===== src/kuw_div.sv =====
// ----------------------------------------------------------------------------
// Serial divider
// Restoring divider that retires one quotient bit per cycle.
// ----------------------------------------------------------------------------
module kuw_div #(
  parameter int MAX_RADIUS = 7
) (
  input  logic                                   clk_i,
  input  logic                                   rst_ni,
  input  logic                                   start_i,
  input  logic [$clog2((MAX_RADIUS+1)**2*255+1)-1:0] dividend_i,
  input  logic [$clog2((MAX_RADIUS+1)**2+1)-1:0] divisor_i,
  output logic                                   done_o,
  output logic [$clog2((MAX_RADIUS+1)**2*255+1)-1:0] quo_o,
  output logic [$clog2((MAX_RADIUS+1)**2+1)-1:0] rem_o
);

  localparam int NMax = (MAX_RADIUS + 1) ** 2;
  localparam int NW   = $clog2(NMax + 1);
  localparam int SW   = $clog2(NMax * 255 + 1);
  localparam int CNW  = $clog2(SW + 1);

  logic           busy_q;
  logic           done_q;
  logic [CNW-1:0] cnt_q;
  logic [SW-1:0]  quo_q;
  logic [NW-1:0]  rem_q;
  logic [NW:0]    trial;
  logic           fits;

  assign trial = {rem_q, quo_q[SW-1]};
  assign fits  = trial >= {1'b0, divisor_i};

  // Control of the iteration.
  always_ff @(posedge clk_i or negedge rst_ni) begin
    if (!rst_ni) begin
      busy_q <= 1'b0;
      done_q <= 1'b0;
      cnt_q  <= '0;
    end else begin
      done_q <= busy_q && (cnt_q == CNW'(1));
      if (start_i) begin
        busy_q <= 1'b1;
        cnt_q  <= CNW'(SW);
      end else if (busy_q) begin
        cnt_q <= cnt_q - CNW'(1);
        if (cnt_q == CNW'(1)) begin
          busy_q <= 1'b0;
        end
      end
    end
  end

  // One quotient bit a cycle.
  always_ff @(posedge clk_i) begin
    if (start_i) begin
      quo_q <= dividend_i;
      rem_q <= '0;
    end else if (busy_q) begin
      rem_q <= fits ? NW'(trial - {1'b0, divisor_i}) : NW'(trial);
      quo_q <= {quo_q[SW-2:0], fits};
    end
  end

  assign done_o = done_q;
  assign quo_o  = quo_q;
  assign rem_o  = rem_q;

endmodule


===== config.mk =====
export PLATFORM = sky130hd
export DESIGN_NAME = kuw_div
export DESIGN_NICKNAME = d
export VERILOG_FILES = /design/src/kuw_div.sv
export SDC_FILE = /design/constraint.sdc
export NUM_CORES = 1
export LEC_CHECK = 0
export ABC_CLOCK_PERIOD_IN_PS = 5400
export BUFFER_PORTS_ARGS = -buffer_cell sky130_fd_sc_hd__clkbuf_2
export CORE_MARGIN = 1.5
export CORE_UTILIZATION = 30
export DETAILED_ROUTE_END_ITERATION = 16
export PLACE_DENSITY = 0.54
export SLEW_MARGIN = 10
export SYNTH_ARGS = -nofsm -noshare
export SYNTH_HDL_FRONTEND = slang
export SYNTH_SLANG_ARGS = --single-unit

===== constraint.sdc =====
create_clock -name clk_i -period 5.4 [get_ports clk_i]
set_input_delay 1.62 -clock clk_i [delete_from_list [all_inputs] [get_ports clk_i]]
set_output_delay 1.62 -clock clk_i [all_outputs]
set_load 0.005 [all_outputs]

==> Word-level counts from Yosys, hierarchy flattened <==
Cells that the tools add are included.
{ "totals": {"regBits": 27, "latch_bits": 0, "ramBits": 0, "rom_bits": 0, "word_cells": 19, "memories": 0} }
{ "op_classes": {"add_sub_neg": 2, "n_mul": 0, "div": 0, "magnitude_cmp": 1, "eq_ne": 1, "shifts": 0, "mux": 8, "bitwise": 0, "reduce_logical": 2} }
{ "ops": {"columns": ["op", "n"], "rows": [
  ["2-to-1 mux 14 bit", 2],
  ["greater-or-equal comparator 8 x 7 -> 1 bit", 1],
  ["2-to-1 mux 4 bit", 2],
  ["2-to-1 mux 7 bit", 1],
  ["subtractor 7 bit", 1],
  ["equality test 4 x 1 -> 1 bit (second input constant)", 1],
  ["subtractor 4 x 1 -> 4 bit (second input constant)", 1],
  ["2-to-1 mux 1 bit", 3],
  ["nonzero test 2 bit", 1],
  ["logical AND 1 bit", 1]
]} }

==> Longest topological paths before layout <==
{ "logic_depth": {"depth_word": 4, "depth_mapped": 9} }

==> Worst setup path before layout <==
No wires, ideal clock.
{ "synth_timing": {"path_kind": "in2reg", "from": "in divisor_i[0]", "to": "reg rem_q[0] (netlist: rem_o[0])", "setup_time_ns": 0.088, "arrival_ns": 3.307, "path_slack_ns": 2.005, "path_stages": 8, "path_cell_list": "ha_1 -> fa_1 -> nand2b_1 -> a211o_1 -> buf_6 -> and3_1 -> buf_6 -> a311oi_2"} }
{ "synth_between": {"elab_chain_len": 2, "word_cells_on_any_way": 3, "classes_between": "add/sub (1); order compare (1); mux (1)"} }
{ "synth_lines": {"columns": ["item", "line", "rtl"], "rows": [
  ["from (decl)", "12", "input logic [$clog2((MAX_RADIUS+1)**2+1)-1:0] divisor_i,"],
  ["subtractor 7 bit / greater-or-equal comparator 8 x 7 -> 1 bit (equally long branches)", "60, 32", null],
  ["2-to-1 mux 7 bit *", "60", "rem_q <= fits ? NW'(trial - {1'b0, divisor_i}) : NW'(trial);"],
  ["to (signal assigned)", "60", null],
  ["to (decl)", "27", "logic [NW-1:0] rem_q;"]
]} }
Mark *: on every way between the ends. The rest lies on a longest branch, timed or not.
A chain may end at the register's enable or synchronous reset.

==> Worst setup path after layout <==
Same ends and word-level chain as after synthesis.

==> results.toml <==
[placement]
gp_routability_congestion = 0.7698
port-buffer-count = 45
pre_cts_slack_ns = 1.793
postPlaceCellArea_um2 = 1974
dpl.hpwl_um = 2576

[worst_setup_path]
rr_endpoint = "rem_o[0]"
crit_path_end_kind = "flop"
path_class = "in2reg"
timing.reg2reg.worst_path_depth = 7
r2r_start = "quo_o[13]"
crit_required_ns = 5.58
r2r_slack_ns = 3.06
worstPathMaxFanout = 9
startpoint_type = "input port"
arrival_ns = 3.50

[timing]
finalSetupTns_ns = 0
timing.final.hold_violations = 0
fin_hold_ws_ns = 0.4893
timing_worst_slew_pin_value_ns = 0.8189
timing_max_transition_violations_final = 0
rsz0062_at_grt = "false"
min_period_ns = 3.323
finalSetupViolations = 0
fmax_mhz = 300.9
final.period_utilization_pct = 61.54
worst_slew_margin_pct = 45.40
final.setup_skew_ns = 0.005226
setup_slack_ns = 2.077

[clock_network]
holdBufCountCts = 0
clk_pin_slew_ns = 0.08
tritoncts_num_sinks = 27
cts_h_tree_lvls = 1
cts_repair_resize_count = 0
cts_buffers = 3
clock_tree.root_cell = "sky130_fd_sc_hd__clkbuf_8"
tritoncts = "done"
post_cts_setup_buffer_count = 0
worstSkewPairLatency_ns = 0.27
max-clock-path-buffers = 2

[logic_synthesis]
yosysWarnings = 0
number_of_synthesized_flops_with_an_enable_pin = 14
ys_ff_latch = 27
synth-async-reset-ratio_pct = 22.22
synth_nets = 194
ys_types = 50
yosys_most_used_dff = "sky130_fd_sc_hd__edfxtp_1"
yosysSeqAreaShare_pct = 41.31
syn_avg_cell_area_um2 = 10.75
syn_area_um2 = 1720
synthesis.instances = 160

[die]
chipHeight_um = 78.73
initial_standard_cell_utilization_of_the_core_pct = 31.24
die_w_um = 78.73
coreArea_um2 = 5507
ioPinCount = 46
die_area_um2 = 6198
rows = 27

[cells_and_area]
fin_area_um2 = 2019
most_frequent_cells_in_the_layout = "sky130_fd_sc_hd__clkbuf_2, sky130_fd_sc_hd__edfxtp_1, sky130_fd_sc_hd__inv_1, sky130_fd_sc_hd__mux2_1, sky130_fd_sc_hd__nor2_1"
total_area_of_multi_input_combinational_cells_um2 = 899.6
fillerInstances = 551
regArea_um2 = 710.7
finalNetCount = 233
final_layout_size_suffix_gt1_share_pct = 27.78
flow.area_growth_from_synthesis_pct = 17.38
antennaDiodeCount = 0
mostFrequentLayoutCell = "sky130_fd_sc_hd__clkbuf_2"

[route]
drt_iter0_markers = 79
route.met2.wl_um = 1475
via_count = 1317
remaining_routing_drc_violations = 0
detail_route.wirelength_um = 3333
post_drt_wl_per_cell_um = 12.34
route.top_layer_used = "met4"
met1Wirelength_um = 1655
first_pass_iters = 4
postRouteAntennaNets = 0
met3_length_um = 172
detail_route.vias_per_cell = 4.878

[power_and_ir_drop]
finalPower_w = 0.0006166
power-per-cell-area_nw_per_um2 = 305.4
pwr-share-clk_pct = 17.9
share_seq_of_total_power_pct = 45.2
power_report.internal_total_w = 0.0004145
p_sw_w = 0.0002022
peakVddDrop_mv = 0.1148
total_leakage_power_nw = 0.8888
switching_share_pct = 32.78
share_comb_of_total_power_pct = 37.0

[global_routing]
global_route.overflow_total = 0
grt_antenna_before_repair = 0
grt_start_max_net_pins = 35
grt_pass1_vias = 1212
globalRouteTotalUtil_pct = 10.96
grt_pass1_wl_um = 5402

[run_status]
status = "completed"

[min_path]
hp-class = "reg2reg"
min_delay_worst_endpoint = "done_o"
source_of_the_worst_hold_timing_path = "cnt_q[3]"
hold_depth = 1

[flow_run]
drv_cap = 0
-- power by group through the flow --
stage               sequential (W)  combinational [W]  clock [W]
floorplan                 0.000278           0.000169          0
global placement          0.000282           0.000231          0
detailed placement        0.000283           0.000230          0
CTS                       0.000279           0.000231   0.000115
global route              0.000283           0.000254   0.000123
finish                    0.000278           0.000228   0.000110
-- worst max-delay path, cell delays in order --
cell and delay (ns):
sky130_fd_sc_hd__clkbuf_2 0.08, sky130_fd_sc_hd__ha_1 0.22, sky130_fd_sc_hd__fa_1 0.39, sky130_fd_sc_hd__nand2b_1 0.19, sky130_fd_sc_hd__a211o_1 0.38, sky130_fd_sc_hd__and3_1 0.33, sky130_fd_sc_hd__a311oi_2 0.28
-- routing by layer --
metal	track usage (%)	up-vias
met5	0	-
met4	4.286	0
met3	1.494	2
met2	17.16	39
met1	15.26	617
li1	-	659
-- worst max path at each step --
stage / from / to / slack, ns
global route: divisor_i[0] / rem_o[2] / 1.99
global placement: divisor_i[0] / rem_o[0] / 1.85
detailed placement: divisor_i[0] / rem_o[0] / 1.79
floorplan: divisor_i[0] / rem_o[0] / 2.00
finish: divisor_i[0] / rem_o[0] / 2.08
CTS: divisor_i[0] / rem_o[0] / 2.08
-- cell usage after synthesis, types with 2 or more instances --
library cell	instances	area share (%)
sky130_fd_sc_hd__nor2b_1	3	1.1
sky130_fd_sc_hd__edfxtp_1	14	24
sky130_fd_sc_hd__a21o_1	3	1.3
sky130_fd_sc_hd__nand2_1	8	1.7
sky130_fd_sc_hd__mux2_1	13	8.5
sky130_fd_sc_hd__and3_1	2	0.73
sky130_fd_sc_hd__a311oi_2	2	1.7
sky130_fd_sc_hd__o21ai_1	3	0.87
sky130_fd_sc_hd__dfxtp_1	7	8.1
sky130_fd_sc_hd__xor2_1	2	1.0
sky130_fd_sc_hd__buf_6	2	1.3
sky130_fd_sc_hd__o21bai_1	3	1.3
sky130_fd_sc_hd__xnor2_1	3	1.5
sky130_fd_sc_hd__a31oi_1	2	0.73
sky130_fd_sc_hd__a41oi_1	4	2.0
sky130_fd_sc_hd__dfrtp_1	6	8.7
sky130_fd_sc_hd__o31ai_2	2	1.5
sky130_fd_sc_hd__clkbuf_1	6	1.3
sky130_fd_sc_hd__nand3b_1	2	0.87
sky130_fd_sc_hd__nand4_1	2	0.73
sky130_fd_sc_hd__nand2b_1	5	1.8
sky130_fd_sc_hd__nor2_1	10	2.2
sky130_fd_sc_hd__ha_1	9	6.5
sky130_fd_sc_hd__or3b_1	2	1.0
sky130_fd_sc_hd__nor3b_1	5	2.2
sky130_fd_sc_hd__a211oi_1	2	0.87
sky130_fd_sc_hd__inv_1	13	2.8
sky130_fd_sc_hd__or2_1	3	1.1
-- cell families (layout without fill, tap and decap cells) --
family | count (synthesis) | in the layout | share of synthesized area [%]
buffers and inverters | 24 | 62 | 6.400
multiplexers | 14 | 14 | 9.091
flip-flops | 27 | 27 | 41.31
AND/OR/NAND/NOR | 47 | 47 | 16.22
XOR/XNOR | 5 | 5 | 2.546
AO/OA/AOI/OAI | 33 | 33 | 16.73
adder cells (fa/ha/maj) | 10 | 10 | 7.709
-- state kept, by name, indices dropped and copies added, names as in the netlist --
signal  cells
cnt_q       4
busy_q      1
quo_o      14
done_o      1
rem_o       7
-- through the flow --
stage	cells	utilization, %
2_1_floorplan	160	-
3_3_place_gp	266	35.86
3_5_place_dp	266	35.86
4_1_cts	270	36.67
5_1_grt	270	36.67
6_report	270	36.67
-- area by class of cell --
cell class	instances	area share, %
multi-input cells	109	44.55
flip-flops and latches	27	35.19
repair buffers	45	11.15
well taps	72	4.461
inverters	13	2.416
clock buffers	4	2.230
Note: power is estimated with default switching activity, not from simulation.
