[config.mk]
export PLATFORM = sky130hd
export DESIGN_NAME = kuw_cell
export DESIGN_NICKNAME = d
export VERILOG_FILES = /design/src/kuw_pkg.sv /design/src/kuw_cell.sv
export SDC_FILE = /design/constraint.sdc
export NUM_CORES = 2
export LEC_CHECK = 0
export BUFFER_PORTS_ARGS = -buffer_cell sky130_fd_sc_hd__buf_4
export CAP_MARGIN = 20
export CORE_MARGIN = 2
export CORE_UTILIZATION = 50
export DETAILED_ROUTE_END_ITERATION = 6
export PLACE_DENSITY = 0.74
export SLEW_MARGIN = 20
export SYNTH_ARGS = -nofsm -noshare
export SYNTH_HDL_FRONTEND = slang
export SYNTH_SLANG_ARGS = --single-unit
export TNS_END_PERCENT = 100
[constraint.sdc]
create_clock -name clk_i -period 12.25 [get_ports clk_i]
set_input_delay 1.8375 -clock clk_i [delete_from_list [all_inputs] [get_ports clk_i]]
set_output_delay 1.8375 -clock clk_i [all_outputs]
set_load 0.01 [all_outputs]
[src/kuw_pkg.sv]
// ----------------------------------------------------------------------------
// Kuwahara filter package
// Shared types and constants of the four-quadrant Kuwahara filter.
// ----------------------------------------------------------------------------
package kuw_pkg;

  // Number of quadrants, visited in the order TL, TR, BL, BR.
  localparam int Quads = 4;

  // Configuration register indexes.
  localparam logic [1:0] CFG_RADIUS = 2'd0;
  localparam logic [1:0] CFG_WIDTH  = 2'd1;
  localparam logic [1:0] CFG_HEIGHT = 2'd2;

  // Sequencer states of the top level.
  typedef enum logic [3:0] {
    ST_IDLE,
    ST_CHECK,
    ST_BRD,
    ST_SCAN,
    ST_FLUSH,
    ST_SCORE,
    ST_CHAIN,
    ST_DIV_GO,
    ST_DIV_WAIT,
    ST_EMIT
  } kuw_state_e;

  // Control broadcast from the sequencer to every quadrant cell.
  typedef struct packed {
    logic       clear;
    logic       acc;
    logic       score;
    logic [1:0] ch;
  } kuw_cell_ctrl_t;

endpackage

[src/kuw_cell.sv]
// ----------------------------------------------------------------------------
// Quadrant cell
// Accumulates the channel sums and sums of squares of one quadrant, forms
// its score, and passes the best quadrant so far on to its neighbor.
// ----------------------------------------------------------------------------
module kuw_cell #(
  parameter int MAX_RADIUS = 7
) (
  input  logic                                   clk_i,
  input  logic                                   rst_ni,
  input  kuw_pkg::kuw_cell_ctrl_t                ctrl_i,
  input  logic                                   tag_i,
  input  logic [23:0]                            pix_i,
  input  logic [$clog2((MAX_RADIUS+1)**2+1)-1:0] n_i,
  input  logic                                   have_i,
  input  logic [$clog2(64'(3)*((MAX_RADIUS+1)**2)*((MAX_RADIUS+1)**2)*65025+1)-1:0]
                                                 score_i,
  input  logic [2:0][$clog2((MAX_RADIUS+1)**2*255+1)-1:0] sum_i,
  output logic                                   have_o,
  output logic [$clog2(64'(3)*((MAX_RADIUS+1)**2)*((MAX_RADIUS+1)**2)*65025+1)-1:0]
                                                 score_o,
  output logic [2:0][$clog2((MAX_RADIUS+1)**2*255+1)-1:0] sum_o
);

  localparam int    NMax  = (MAX_RADIUS + 1) ** 2;
  localparam int    NW    = $clog2(NMax + 1);
  localparam int    SW    = $clog2(NMax * 255 + 1);
  localparam int    QW    = $clog2(NMax * 65025 + 1);
  localparam longint ScMax = 64'(3) * NMax * NMax * 65025;
  localparam int    SCW   = $clog2(ScMax + 1);

  logic [2:0][SW-1:0] s_q;
  logic [2:0][QW-1:0] q_q;
  logic [SCW-1:0]     sc_q;
  logic [SW-1:0]      s_sel;
  logic [QW-1:0]      q_sel;
  logic [NW+QW-1:0]   nq;
  logic [2*SW-1:0]    ss;
  logic               mine;
  logic               have_q;
  logic [SCW-1:0]     best_sc_q;
  logic [2:0][SW-1:0] best_s_q;

  // Channel select for the scoring pass.
  always_comb begin
    case (ctrl_i.ch)
      2'd0:    begin s_sel = s_q[0]; q_sel = q_q[0]; end
      2'd1:    begin s_sel = s_q[1]; q_sel = q_q[1]; end
      2'd2:    begin s_sel = s_q[2]; q_sel = q_q[2]; end
      default: begin s_sel = '0;     q_sel = '0;     end
    endcase
  end

  assign nq = n_i * q_sel;
  assign ss = s_sel * s_sel;

  // Sums, sums of squares and score of this quadrant.
  always_ff @(posedge clk_i) begin
    if (ctrl_i.clear) begin
      s_q  <= '0;
      q_q  <= '0;
      sc_q <= '0;
    end else begin
      if (ctrl_i.acc && tag_i) begin
        for (int c = 0; c < 3; c++) begin
          s_q[c] <= s_q[c] + SW'(pix_i[8*c +: 8]);
          q_q[c] <= q_q[c] + QW'(16'(pix_i[8*c +: 8]) * 16'(pix_i[8*c +: 8]));
        end
      end
      if (ctrl_i.score) begin
        sc_q <= sc_q + SCW'(nq) - SCW'(ss);
      end
    end
  end

  // An earlier quadrant keeps its place on a tie.
  assign mine = !have_i || (sc_q < score_i);

  always_ff @(posedge clk_i or negedge rst_ni) begin
    if (!rst_ni) begin
      have_q <= 1'b0;
    end else begin
      have_q <= 1'b1;
    end
  end

  always_ff @(posedge clk_i) begin
    best_sc_q <= mine ? sc_q : score_i;
    best_s_q  <= mine ? s_q  : sum_i;
  end

  assign have_o  = have_q;
  assign score_o = best_sc_q;
  assign sum_o   = best_s_q;

endmodule

[Yosys cells after proc, flatten, opt, wreduce, memory -nomap -nowiden]
Cells that the tools add are included.
Storage, ports and cells
  output and inout bits: 73
  flip-flop bits (word level): 211
  input port bits: 112
Operators by class
  $mul: 5
  multiplexer cells: 4
  add/sub/neg operators: 8
  reduce and logical (&&, ||, !) cells: 4
  magnitude comparators: 1
  equality and inequality tests: 2
Operators by type and width (count)
  $add A22 B16 Y22: 3
  $pmux W22 S3: 1
  $mul A8 B8 Y16: 3
  $add A14 B8 Y14: 3
  $mux W42: 1
  $pmux W14 S3: 1
  $add A30 B29 Y30: 1
  $lt A30 B30 Y1: 1
  $mux W30: 1
  $sub A30 B28 Y30: 1
  $mul A7 B22 Y29: 1
  $mul A14 B14 Y28: 1
  $eq A2 B1 Y1 const B: 1
  $eq A2 B2 Y1 const B: 1
  $logic_not A2 Y1: 1
  $logic_and A1 B1 Y1: 1
  $logic_not A1 Y1: 1
  $logic_or A1 B1 Y1: 1

[Longest topological paths before layout]
  depth after elaboration: 5
  mapped depth: 31
  gate-level depth less buffers: 28

[Worst setup path after synthesis]
OpenSTA, ideal clock, no wires.
  kind: input -> register
  start point: input port ctrl_i[0] (netlist bit)
  end point: register sc_q[28]
  stages on the path: 29
  slack: 3.646 ns
  arrival time: 8.479 ns
  library setup time: 0.125 ns
  path buffers: 3
  required time: 12.125 ns
  path through: clkbuf_1 > nor2b_1 > clkbuf_1 > clkbuf_1 > nand2_1 > o21ai_1 > inv_1 > nor2_1 > inv_1 > fa_1 > inv_1 > fa_1 > inv_1 > fa_1 > fa_1 > inv_1 > fa_1 > fa_1 > inv_1 > fa_1 > ha_1 > a21oi_1 > o21ai_1 > a221o_1 > a21o_1 > a2bb2oi_1 > a311oi_2 > xnor2_1 > o21ai_1
Between the ends
  longest elaborated chain between the ends: 5
  elaborated cells between the ends (all ways): 9
  those cells by class: 2 x add/sub; 2 x mul; 2 x eq/ne; 2 x mux; 1 x reduce/logical
RTL lines
  start: declaration: line kuw_cell.sv:11  | input kuw_pkg::kuw_cell_ctrl_t ctrl_i,
  $eq A2 B2 Y1 (tied with other cells): line kuw_cell.sv:46  | case (ctrl_i.ch)
  $pmux W22 S3: line kuw_cell.sv:46
  $mul A7 B22 Y29: line kuw_cell.sv:54  | assign nq = n_i * q_sel;
  $add A30 B29 Y30: line kuw_cell.sv:71  | sc_q <= sc_q + SCW'(nq) - SCW'(ss);
  $sub A30 B28 Y30 *: line kuw_cell.sv:71
  end signal: assignment: line kuw_cell.sv:71
  end: declaration: line kuw_cell.sv:34  | logic [SCW-1:0] sc_q;
Mark *: on every way between the ends. The rest lies on a longest branch, timed or not.
A chain may end at the register's enable or synchronous reset.

[Final worst setup path]
  start point: input port ctrl_i[1] (netlist bit)
  end point: register sc_q[27]
Same word-level chain as after synthesis.

==> metrics.yaml <==
critical_path:
  cpMaxStageDelayCell: "fa_1"
  path_delay_family: "adder cells"
  crit_start: "ctrl_i[1]"
  cp.required_ps: 12730
  cpPeakStageDelay_ps: 530
  worst_setup_path_end_kind: "register"
  cpMostUsedCell: "fa_1"
  crit_end: "sc_q[27]"
  timing.rr.start: "s_q[2]"
  arrival_ps: 9770
  cp_num_buf_inv: 8
  r2r_cells: 24
  reg2reg_to: "sc_q[28]"
  cp_num_cells: 28
  critical_path_class: "input pin to register"
  critPathMaxFanout: 47
  r2r_slack_ps: 4470
  cp-start-kind: "input pin"
die:
  fp-row-count: 87
  io_pins: 185
  die_h_um: 242
  core_area_um2: 56200
  die_area_um2: 58500
  die_x_um: 242
  start_util_pct: 50.4
timing:
  slew_headroom_pct: 27.0
  fmax_mhz: 108
  setup_viol: 0
  finalCritPeriodShare_pct: 75.9
  finalCriticalPeriod_ps: 9290
  worst_slack_ps: 2960
  rsz0062_at_grt: "no"
  fin_worst_skew_ps: 18.7
  worst_slew_pin_slew_ps: 1080
  hold_viol: 0
  slew_violations: 0
  finalSetupTns_ps: 0
route:
  dr.pass1.iters: 5
  wl_per_cell_um: 17.3
  routed_via_density: 5.23
  dr.first_iter.drc_count: 1391
  via_count: 21400
  wl_mm: 71.0
  ant_nets: 0
  drc: 0
logic_synthesis:
  yosys.area.top_type: "fa_1"
  synthTopCellsByCount: "inv_1, fa_1, nand2_1"
  synthArstFlopShare_pct: 0.474
  synth_cell_types: 71
  synth_edf_count: 0
  ys_ff_latch: 211
  ys_seq_area_share_pct: 14.9
  netlist_area_um2: 28300
  ys_warn_count: 0
  synthCells: 3189
  yosysMostFrequentCell: "inv_1"
  syn_avg_cell_area_um2: 8.87
  synth_area_leaders: "fa_1, dfxtp_1, ha_1"
  synth_nets: 4019
  yosys.area.top_type_share_pct: 30.1
  ys.flop_type: "dfxtp_1"
cts:
  clock-root-buffer: "clkbuf_16"
  post_cts_buffers: 0
  clk_pin_slew_worst_paths_ps: 60
  clk_latency_ps: 570
  htreeDepth: 1
  hold_buffers: 0
  cts_tree: "done"
  cts_buffers: 26
  clkSinkCount: 211
  cts_resized: 0
  clockBufferDepth: 3
global_routing:
  grt_pass1_vias: 22000
  grt-ovfl-total: 0
  grt_use_total_pct: 24.7
  antenna_found_initial: 0
  grt_max_degree: 76
  grt_pass1_wl_mm: 115
worst_hold_path:
  min_path_type: "register to register"
  hp-start: "q_q[44]"
final_layout:
  finalNetCount: 4157
  diodes: 0
  drive_above_1_share_pct: 9.52
  area_delta_synth_final_pct: 10.2
run:
  max-cap-violations: 0
run_status:
  status: "finished clean"
place:
  port_buffers: 184
  dp_hpwl_mm: 59.4
  dp_slack_ps: 2520
  finalWeightedCongestion: 1.02
per-layer routing:
| layer | track usage [%] | vias up | wire [um] |
|---|---|---|---|
| met5 | 0 | - | 0 |
| met4 | 9.06 | 0 | 3020 |
| met3 | 3.86 | 145 | 4370 |
| met1 | 31.6 | 10400 | 29800 |
| li1 | - | 10200 | - |
| met2 | 42.2 | 627 | 33700 |
layout make-up:
| class | instances | area (um2) |
|---|---|---|
| inverters | 692 | 2600 |
| clock buffers | 32 | 713 |
| repair buffers | 206 | 1550 |
| flip-flops and latches | 211 | 4230 |
| well taps | 756 | 946 |
| fillers | 5084 | 25000 |
| clock inverters | 9 | 77.6 |
| multi-input cells | 2190 | 21100 |
cells in the final DEF (no fill, tap or decap), types with 5 or more instances in the layout:
cell type / netlist / final
and4_1: 5 / 5
fa_1: 425 / 425
nor2_1: 159 / 159
xnor2_1: 68 / 68
o21ai_0: 78 / 73
a21boi_0: 5 / 5
a21oi_1: 150 / 150
o21a_1: 28 / 28
buf_4: 1 / 206
nor2b_1: 31 / 30
o211ai_1: 6 / 6
nand4_1: 13 / 13
or2_2: 6 / 6
o31ai_1: 5 / 5
mux2_1: 6 / 6
or3_1: 7 / 7
mux2_4: 50 / 50
ha_1: 293 / 293
o21ai_1: 31 / 35
nand3_1: 29 / 29
xor2_1: 30 / 30
and2_1: 140 / 139
nand2_1: 363 / 362
nand2b_1: 9 / 9
clkbuf_16: 0 / 26
a211oi_1: 18 / 18
mux2_2: 6 / 6
nor3_1: 22 / 22
inv_1: 691 / 691
a21o_1: 48 / 48
mux2i_1: 80 / 80
o21bai_1: 7 / 7
a31oi_1: 9 / 9
dfxtp_1: 210 / 210
and3_1: 10 / 10
worst register-to-register path, delay by kind of cell, from the launching register on:
kind	cells	cell delay (ps)
AO/OA/AOI/OAI	8	2090
buffers and inverters	4	480
XOR/XNOR	1	140
AND/OR/NAND/NOR	2	290
adder cells (fa/ha/maj)	8	3870
multiplexers	1	170
flip-flops	1	610
metrics by stage:
step / utilization, % / hold slack (ps) / instances / instance area (um2)
2_1_floorplan: - / 444 / 3189 / 28300
3_3_place_gp: 54.1 / 463 / 4055 / 30400
3_5_place_dp: 54.1 / 469 / 4055 / 30400
4_1_cts: 55.5 / 477 / 4096 / 31200
5_1_grt: 55.5 / 499 / 4096 / 31200
6_report: 55.5 / 478 / 4096 / 31200
how the worst min path moves through the flow:
stage	to	slack (ps)	cells after the start
after global routing	q_q[13]	500	2
after detailed placement	q_q[45]	470	2
after floorplan	q_q[13]	440	2
final	q_q[44]	480	2
after CTS	q_q[45]	480	2
after global placement	q_q[44]	460	2
logic make-up after synthesis:
family | synth area share (%)
buffers and inverters | 10.7
other | 0.0133
flip-flops | 14.9
adder cells (fa/ha/maj) | 43.0
AO/OA/AOI/OAI | 9.29
XOR/XNOR | 3.03
multiplexers | 5.96
AND/OR/NAND/NOR | 13.0
state kept, by name, indices dropped and copies added, names as in the netlist:
| signal | cells |
|---|---|
| sum_o | 42 |
| s_q | 42 |
| score_o | 30 |
| have_o | 1 |
| sc_q | 30 |
| q_q | 66 |
Power is left out: the tool's default activity adds up to more than one toggle a clock period on the data nets, which glitch-free logic cannot reach.
